$ cat config.mk
export PLATFORM = sky130hd
export DESIGN_NAME = rrtu_front
export DESIGN_NICKNAME = d
export VERILOG_FILES = /design/src/rtl/core/rrtu_pkg.sv /design/src/rtl/core/rrtu_front.sv
export SDC_FILE = /design/constraint.sdc
export NUM_CORES = 1
export LEC_CHECK = 0
export BUFFER_PORTS_ARGS = -buffer_cell sky130_fd_sc_hd__clkbuf_2
export CAP_MARGIN = 40
export CORE_UTILIZATION = 52
export DETAILED_ROUTE_END_ITERATION = 7
export PLACE_DENSITY = 0.76
export SETUP_SLACK_MARGIN = 0.2
export SLEW_MARGIN = 0
export SYNTH_ARGS = -nofsm -noshare
export SYNTH_HDL_FRONTEND = slang
export SYNTH_SLANG_ARGS = --single-unit
$ cat constraint.sdc
create_clock -name clk -period 12.4 [get_ports clk]
set_clock_uncertainty 0.2 [all_clocks]
set_input_delay 1.86 -clock clk [delete_from_list [all_inputs] [get_ports clk]]
set_output_delay 1.86 -clock clk [all_outputs]
set_load 0.1 [all_outputs]
$ cat src/rtl/core/rrtu_pkg.sv
// shared types and constants for the route table update block
// no dependencies
package rrtu_pkg;
  localparam int TableDepth = 1024;
  localparam int IdxW = $clog2(TableDepth);
  localparam int CntW = IdxW + 1;
  localparam logic [4:0] MetricInf = 5'd16;

  localparam logic [2:0] ACT_KEPT     = 3'd0;
  localparam logic [2:0] ACT_UPDATED  = 3'd1;
  localparam logic [2:0] ACT_REMOVED  = 3'd2;
  localparam logic [2:0] ACT_INSERTED = 3'd3;
  localparam logic [2:0] ACT_IGNORED  = 3'd4;
  localparam logic [2:0] ACT_FULL     = 3'd5;

  typedef struct packed {
    logic [1:0]  in_port;
    logic [31:0] neighbour_addr;
    logic [31:0] route_prefix;
    logic [31:0] route_mask;
    logic [31:0] advertised_hop;
    logic [7:0]  advertised_metric;
    logic [31:0] now_seconds;
  } req_t;

  typedef struct packed {
    logic [2:0]  action;
    logic [9:0]  entry_index;
    logic [10:0] entry_count;
  } rsp_t;

  // classified command handed from front to back
  typedef struct packed {
    logic [1:0]  port;
    logic [31:0] neighbour;
    logic [31:0] prefix;
    logic [31:0] mask;
    logic [31:0] hop;
    logic [4:0]  metric;
    logic [31:0] now;
  } cmd_t;

  // one table row
  typedef struct packed {
    logic [31:0] prefix;
    logic [31:0] mask;
    logic [31:0] hop;
    logic [1:0]  port;
    logic [4:0]  metric;
    logic [31:0] stamp;
    logic [31:0] origin;
  } row_t;
endpackage

$ cat src/rtl/core/rrtu_front.sv
// front part: takes route entries, saturates the metric, fills in the next hop
// and queues the command; depends on rrtu_pkg
module rrtu_front import rrtu_pkg::*; (
  input  logic clk,
  input  logic rst,
  input  logic in_valid,
  output logic in_ready,
  input  req_t in_data,
  output logic cmd_valid,
  input  logic cmd_ready,
  output cmd_t cmd
);
  // two-entry queue
  cmd_t q [2];
  logic [1:0] cnt;
  logic rd_ptr, wr_ptr;
  cmd_t c;
  logic [8:0] m1;

  always_comb begin
    m1 = {1'b0, in_data.advertised_metric} + 9'd1;
    c.port = in_data.in_port;
    c.neighbour = in_data.neighbour_addr;
    c.prefix = in_data.route_prefix;
    c.mask = in_data.route_mask;
    c.hop = (in_data.advertised_hop == '0) ? in_data.neighbour_addr : in_data.advertised_hop;
    c.metric = (m1 > 9'd16) ? MetricInf : m1[4:0];
    c.now = in_data.now_seconds;
  end

  assign in_ready = (cnt != 2'd2);
  assign cmd_valid = (cnt != 2'd0);
  assign cmd = q[rd_ptr];

  always_ff @(posedge clk) begin
    if (in_valid && in_ready) begin
      q[wr_ptr] <= c;
    end
    if (rst) begin
      cnt <= '0;
      rd_ptr <= 1'b0;
      wr_ptr <= 1'b0;
    end else begin
      if (in_valid && in_ready) wr_ptr <= ~wr_ptr;
      if (cmd_valid && cmd_ready) rd_ptr <= ~rd_ptr;
      cnt <= cnt + {1'b0, in_valid && in_ready} - {1'b0, cmd_valid && cmd_ready};
    end
  end
endmodule

==> flow_summary.toml, run 1 <==
[clock_network]
clkLatencyLatePin_ns = 0.49
htreeDepth = 2
cts_root_buf = "clkbuf_16"
cts_tree = "built"
postCtsSetupRepairBufs = 0
clk_transition_reported_paths_ns = 0.06
cts_hold_buf = 0
cts.path.max_buffers = 3
cts_buffers = 34
cts_num_sinks = 339
cts_resized = 0

[power]
ir_worst_vdd_mv = 0.180
power_density_nw_per_um2 = 273
power_uw = 4340
power_leakage_uw = 0.00612

[critical_path]
cp.arrival_ns = 2.87
crit_slowest_cell = "dfxtp_4"
path_class = "reg2out"
worst-path-max-fanout = 62
r2r_end = "q[0][143]"
critPathRequiredTime_ns = 10.34
worstSetupEndpointType = "output port"
setup.worst_path.start_class = "flip-flop"
cpPeakStageDelay_ns = 0.76
reg2reg_depth = 5
r2r_setup_slack_ns = 9.67
path_cells = "buf_4 -> mux2_2 -> clkbuf_2"
reg2reg_from = "cnt[0]"

[global_route]
grt.overflow.total = 0
grt_start_max_net_pins = 63
grt_pass1_wl_um = 39100
grt_pass1_vias = 7134
antenna_found_initial = 0
grtUsageTotal_pct = 20.3

[floorplan]
fp.dieH_um = 159
ios = 343
rows = 57
die_w_um = 159
dieArea_um2 = 25200
initial_core_util_pct = 52.7
coreArea_um2 = 24200

[sta]
setup_viol = 0
fmax_ghz = 0.203
tightest_slew_ns = 0.856
timing.slew.headroom_pct = 43.0
rsz0062_at_grt = "no"
hold_viol_final = 0
fin_tns_setup_ns = 0
timing.final.crit_share_pct = 39.8
maxSlewViolCount = 0
fin_crit_ns = 4.93

[min_path]
min_from = "rd_ptr"
holdPathEnd = "rd_ptr"
whs_path_depth = 2
worstHoldPathType = "reg2reg"

[cells_and_area]
final_cell_mix = "clkbuf_2, edfxtp_1, mux2_2"
diodes = 0
drive_gt1_share_pct = 56.6
final_net_count = 1162
area_growth_pct = 24.6
final_common_cell = "clkbuf_2"

[placed_design]
hpwl_um = 17300
routabilityCongestion = 0.792
portBuffers = 342

[flow_run]
max-cap-violations = 0

[synth]
synthCells = 621
syn_nets = 799
synthTopCellsByArea = "edfxtp_1, mux2_2, a21o_1"
netlist_area_um2 = 12800
ys_ff_latch = 339
ys_seq_area_share_pct = 79.2
yosys.area.top_type_share_pct = 78.5
yosysTopAreaCell = "edfxtp_1"
ys_warn_count = 0
avgSynthCellArea_um2 = 20.6
post_synth_num_cell_types = 33

[route]
vias = 6961
wl_um = 25900
first_iter_violations = 388
routedWlPerCell_um = 19.4
postRouteAntennaNets = 0
drcViolationCount = 0
via_per_inst = 5.22
firstDrtPassIters = 5

[run_status]
status = "complete, no violations"
==> per-stage QoR <==
step / std cells / cell area, µm² / hold WS, ns / utilization (%) / worst slack [ns]
after global routing: 1333 / 15900 / 0.363 / 65.7 / 7.30
after global placement: 1269 / 14800 / 0.296 / 61.2 / 7.92
after floorplan: 621 / 12800 / 0.281 / - / 2.56
final: 1333 / 15900 / 0.320 / 65.7 / 7.47
after detailed placement: 1272 / 14900 / 0.316 / 61.5 / 7.94
after CTS: 1333 / 15900 / 0.328 / 65.7 / 7.40
==> critical path, delay by kind of cell (launching register included) <==
| kind | cells | cell delay (ns) |
|---|---|---|
| DFF | 1 | 0.76 |
| buffers and inverters | 2 | 1.13 |
| muxes | 1 | 0.43 |
==> logic make-up (layout without fill, tap and decap cells) <==
kind of cell	after synthesis	in the layout	synth area share (%)
xor+xnor	6	6	0.411
flops	339	339	79.2
mux	168	168	14.8
compound gates	39	39	2.25
simple gates	38	38	1.75
buf+inv	27	415	1.16
fa+ha+maj	4	4	0.392
==> area by class of cell <==
class	count	area [µm²]
clock buffer	43	906
multi-input combinational	255	2520
tap	324	405
sequential	339	10100
fill	1674	8320
timing repair buffer	352	1850
inverter	2	7.51
clock inverter	18	110
==> registers in the layout, summed over array words and instances, names as in the netlist, named ones only <==
register  cells
cnt           2
q           334
rd_ptr        1
wr_ptr        1
==> power breakdown <==
part	total (µW)	switching (µW)	internal [µW]
sequential	1510	54.9	1450
clock	935	396	538
combinational	1900	1570	328
==> Yosys cell counts, drive strengths merged <==
library cell,n
buf,23
and2,2
nand4bb,1
nor2b,1
nor3,3
xor2,2
o22ai,1
nor2,7
and3,1
ha,4
inv,2
a32oi,1
xnor2,4
nor3b,1
or2,2
o21ai,3
nand4,3
clkbuf,2
a311oi,1
nand3,3
nor4b,1
edfxtp,334
a31oi,1
nand2b,3
nor4,8
nand2,2
mux2i,1
a21o,32
mux2,167
dfxtp,5
==> worst max-delay path by stage <==
stage	start	to	slack, ns	depth (start not counted)
4_1_cts	flip-flop	cmd[81]	7.40	3
3_5_place_dp	flip-flop	cmd[26]	7.94	3
6_report	flip-flop	cmd[150]	7.47	3
3_3_place_gp	flip-flop	cmd[66]	7.92	3
5_1_grt	flip-flop	cmd[35]	7.30	3
2_1_floorplan	in_valid	q[0][0]	2.56	2
==> layer usage <==
layer | track usage [%] | routed length [µm]
met1 | 24.9 | 10000
met2 | 33.8 | 12900
met3 | 6.45 | 2260
met4 | 7.37 | 738
met5 | 0 | 0
No activity file was read; power rests on OpenSTA's default activity.
==> run 2, diff against run 1 <==
Settings changed: ABC_AREA from default to 1, CORE_UTILIZATION 52 to 53, PLACE_DENSITY 0.76 to 0.77.
Clock period 12.4 ns to 5.1 ns, I/O delays scaled along.
==> flow_summary.toml, run 2 <==
[run_status]
status = "complete, no violations"

[critical_path]
critPathRequiredTime_ns = 4.14
setup.worst_path.start_class = "flip-flop"
worst-path-max-fanout = 74
r2r_setup_slack_ns = 3.09
path_class = "reg2out"
worstSetupEndpointType = "output port"
cp.arrival_ns = 2.50

[placed_design]
portBuffers = 342
dp_slack_ns = 2.16
hpwl_um = 17200
routabilityCongestion = 0.790

[cells_and_area]
final_common_cell = "clkbuf_2"
drive_gt1_share_pct = 51.7
largest_register = "q"
area_growth_pct = 23.8
multi_input_area_um2 = 2510
utilization_pct = 66.7
largest_reg_flops = 334
final_cell_mix = "clkbuf_2, edfxtp_1, mux2_2"
regArea_um2 = 10100
diodes = 0
nFillCells = 1654
final_net_count = 1257
reg_top3 = "q x334, cnt x2"

[synth]
synthCells = 712
syn_nets = 890
ys_seq_area_share_pct = 77.8
netlist_area_um2 = 13000
synth_ff_type = "edfxtp_1"
async_reset_ff_share_pct = 0
ys_ff_latch = 339
yosys.area.top_type_share_pct = 77.0
avgSynthCellArea_um2 = 18.3
post_synth_num_cell_types = 20
yosysTopAreaCell = "edfxtp_1"
yosysMostFrequentCell = "edfxtp_1"
synth_edf_count = 334
synthTopCellsByArea = "edfxtp_1, mux2_2, nand2_1"
netlist_top_cells_count = "edfxtp_1, mux2_2, nand2_1"
ys_warn_count = 0

[sta]
fmax_ghz = 0.289
fin_ws_ns = 1.64
timing.final.crit_share_pct = 67.9
fin_hold_ws_ns = 0.251
tightest_slew_ns = 0.663
hold_viol_final = 0
maxSlewViolCount = 0
fin_crit_ns = 3.46
timing.slew.headroom_pct = 55.8
rsz0062_at_grt = "no"
fin_tns_setup_ns = 0
setup_viol = 0

[clock_network]
cts_hold_buf = 0
cts_resized = 0
postCtsSetupRepairBufs = 0
clkLatencyLatePin_ns = 0.50
htreeDepth = 2
cts_tree = "built"
cts.path.max_buffers = 3
clk_transition_reported_paths_ns = 0.06
cts_root_buf = "clkbuf_16"
cts_num_sinks = 339
cts_buffers = 35

[global_route]
grt_pass1_vias = 7343
grtUsageTotal_pct = 20.3
grt_pass1_wl_um = 39600
grt_start_max_net_pins = 104
grt.overflow.total = 0
antenna_found_initial = 0

[floorplan]
ios = 343
coreArea_um2 = 24200
initial_core_util_pct = 53.9
dieArea_um2 = 25200
die_w_um = 159
fp.dieH_um = 159
rows = 57

[power]
p_switching_uw = 4840
combinationalPowerShare_pct = 43.3
clockPowerShare_pct = 21.7
internal_power_uw = 5660
seqPwrFrac_pct = 35.0
power_leakage_uw = 0.00629
power_uw = 10500
ir_worst_vdd_mv = 0.367
power_density_nw_per_um2 = 651
swShare_pct = 46.1

[route]
via_per_inst = 5.12
routedWlPerCell_um = 18.0
firstDrtPassIters = 4
postRouteAntennaNets = 0
wl_um = 25600
vias = 7289
drcViolationCount = 0
first_iter_violations = 430

[min_path]
worstHoldPathType = "in2reg"

[flow_run]
max-cap-violations = 0
[run 2: cell count changes in the layout (fill, tap and decap cells not counted), moves of 4 or more]
| cell | delta |
|---|---|
| a21o_1 | -30 |
| clkbuf_1 | +6 |
| clkinv_1 | -5 |
| clkinv_2 | -4 |
| inv_1 | +43 |
| nand2_1 | +80 |
| nand2_2 | +6 |
| nor2_1 | +21 |
| nor4_1 | -8 |
[run 2: through the flow]
step | std cells | instance area [µm²]
floorplan | 712 | 13000
global placement | 1363 | 15000
detailed placement | 1366 | 15100
CTS | 1424 | 16100
global route | 1424 | 16100
finish | 1424 | 16100
[run 2: worst paths after layout]
path	start	end	cells after the start
setup / recovery	flip-flop	cmd[133]	3
hold / removal	in_data[20]	q[1][20]	1
setup reg to reg	cnt[0]	q[1][143]	6
hold reg to reg	rd_ptr	flip-flop	2
[run 2: power groups by stage]
| stage | registers (µW) | clock network, µW | logic, µW |
|---|---|---|---|
| after CTS | 3670 | 2330 | 4580 |
| after global placement | 3710 | 0 | 4530 |
| after global routing | 3710 | 2440 | 4680 |
| final | 3670 | 2280 | 4550 |
| after detailed placement | 3730 | 0 | 4570 |
| after floorplan | 3720 | 0 | 3960 |
[run 2: metal layers]
| metal | vias to the layer above | global-route usage, % | share of wire, % |
|---|---|---|---|
| met3 | 41 | 5.54 | 8.4 |
| met5 | - | 0 | 0 |
| met1 | 3521 | 24.7 | 38 |
| li1 | 3385 | - | - |
| met2 | 342 | 35.1 | 51 |
| met4 | 0 | 6.22 | 2.3 |
[run 2: kinds of logic (layout without fill, tap and decap cells)]
group	Yosys count	in the layout	synth area share [%]
AO/OA/AOI/OAI	5	5	0.211
XOR/XNOR	1	1	0.0673
adder cells (fa/ha/maj)	4	4	0.384
buffers and inverters	67	455	3.04
flip-flops	339	339	77.8
multiplexers	167	167	14.4
AND/OR/NAND/NOR	129	129	4.08
[run 2: cell type report]
type	instances	area share, %
clock buffer	52	6.15
clock inverter	6	0.155
inverter	45	1.05
multi-input combinational	306	15.6
sequential	339	62.9
tap	324	2.51
timing repair buffer	352	11.7
[run 2: critical path, stage by stage (launching register included)]
cell and delay, ns:
dfxtp_4 0.69, buf_12 0.40, mux2_2 0.42, clkbuf_2 0.38
==> run 3, diff against run 2 <==
Settings changed: CORE_UTILIZATION 53 to 48, PLACE_DENSITY 0.77 to 0.74.
Clock period 5.1 ns to 2.9 ns, I/O delays scaled along.
==> flow_summary.toml, run 3 (synthesized netlist as in run 2, its figures left out) <==
[route]
vias = 7800
firstDrtPassIters = 5
first_iter_violations = 516
drcViolationCount = 0
via_per_inst = 4.97
wl_um = 28900
postRouteAntennaNets = 0
routedWlPerCell_um = 18.4

[global_route]
grt_pass1_wl_um = 43800
grt.overflow.total = 0
grt_pass1_vias = 8223
grt_start_max_net_pins = 110
grtUsageTotal_pct = 20.4
antenna_found_initial = 1

[sta]
fmax_ghz = 0.381
timing.final.crit_share_pct = 90.5
timing.slew.headroom_pct = 56.6
tightest_slew_ns = 0.651
fin_crit_ns = 2.63
fin_hold_ws_ns = 0.0363
maxSlewViolCount = 0
setup_viol = 0
rsz0062_at_grt = "no"
hold_viol_final = 0

[run_status]
status = "complete, no violations"

[clock_network]
cts.path.max_buffers = 3
cts_num_sinks = 339
clkLatencyLatePin_ns = 0.49
cts_tree = "built"
cts_root_buf = "clkbuf_16"
cts_buffers = 36
clk_transition_reported_paths_ns = 0.06
htreeDepth = 2

[cells_and_area]
layoutNonFillerInstCount = 1570
reg_top3 = "q x334, cnt x2"
largest_reg_flops = 334
drive_gt1_share_pct = 47.0
multi_input_area_um2 = 2550
area_growth_pct = 35.0
final_cell_mix = "edfxtp_1, clkbuf_2, mux2_2"
nFillCells = 1795
largest_register = "q"
utilization_pct = 66.7
final_net_count = 1390
final_common_cell = "edfxtp_1"
regArea_um2 = 10100

[critical_path]
path_class = "reg2out"
worstSetupEndpointType = "output port"
setup.worst_path.start_class = "flip-flop"
cp.arrival_ns = 1.99
critPathRequiredTime_ns = 2.27
worst-path-max-fanout = 18

[floorplan]
ios = 343
coreArea_um2 = 26400
dieArea_um2 = 27800
rows = 59
initial_core_util_pct = 49.4
die_w_um = 167
fp.dieH_um = 167

[power]
power_density_nw_per_um2 = 1080
power_leakage_uw = 0.00686
ir_worst_vdd_mv = 0.782

[placed_design]
portBuffers = 342
routabilityCongestion = 0.753
dp_cells = 1379
hpwl_um = 17700

[flow_run]
max-cap-violations = 0

[min_path]
worstHoldPathType = "in2reg"
run 3: cell types whose count changed in the layout (fill, tap and decap cells not counted), moves of 3 or more:
cell,previous run,this run
buf_12,3,6
clkbuf_2,342,225
clkinv_2,2,5
clkbuf_1,14,5
dlygate4sd3_1,0,130
clkbuf_4,0,31
buf_2,0,86
buf_16,3,0
clkinv_1,4,10
run 3: timing repair:
item | 4_1_cts | 5_1_grt
setup endpoints to repair | 31 | 86
resized for setup | 31 | 86
setup buffers | 0 | 0
hold endpoints to repair | 263 | 0
hold buffers | 130 | 0
run 3: path summary, 6_finish.rpt:
kind / start / endpoint / slack, ns / cells past startpoint
setup / recovery: flip-flop / cmd[51] / 0.27 / 3
hold / removal: in_data[61] / q[0][58] / 0.04 / 3
setup reg to reg: cnt[0] / q[1][41] / 1.04 / 5
hold reg to reg: rd_ptr / flip-flop / 0.35 / 2
run 3: stage by stage:
step	TNS (ns)	power, µW	setup WS (ns)	area, µm²
5_1_grt	0	19500	0.202	17600
4_1_cts	0	19000	0.200	17600
3_3_place_gp	0	14600	0.727	15100
3_5_place_dp	0	14700	0.710	15100
2_1_floorplan	-285.00	13500	-0.865	13100
6_report	0	18900	0.275	17600
run 3: metal layers:
| metal | track usage (%) | routed length [µm] | up-vias | share of wire [%] |
|---|---|---|---|---|
| li1 | - | - | 3665 | - |
| met1 | 23.9 | 11300 | 3773 | 39 |
| met3 | 5.56 | 1940 | 52 | 6.7 |
| met5 | 0 | 0 | - | 0 |
| met4 | 7.13 | 765 | 0 | 2.6 |
| met2 | 36.2 | 14900 | 310 | 52 |
run 3: layout make-up:
type	instances	area share, %
flip-flops and latches	339	57.6
inverters	45	0.961
clock buffers	42	5.37
clock inverters	18	0.619
multi-input cells	306	14.5
diodes	1	0.0142
well taps	335	2.38
repair buffers	484	18.5
run 3: power by group:
part / internal (µW) / leakage, µW / switching (µW)
logic: 1590 / 0.00318 / 6760
clock network: 2400 / 0.000516 / 1770
registers: 6240 / 0.00316 / 188
total: 10200 / 0.00686 / 8710
run 3: critical path, cell delays in order, from the launching register on:
cell	delay (ns)
dfxtp_4	0.43
buf_4	0.30
mux2_2	0.38
clkbuf_2	0.37
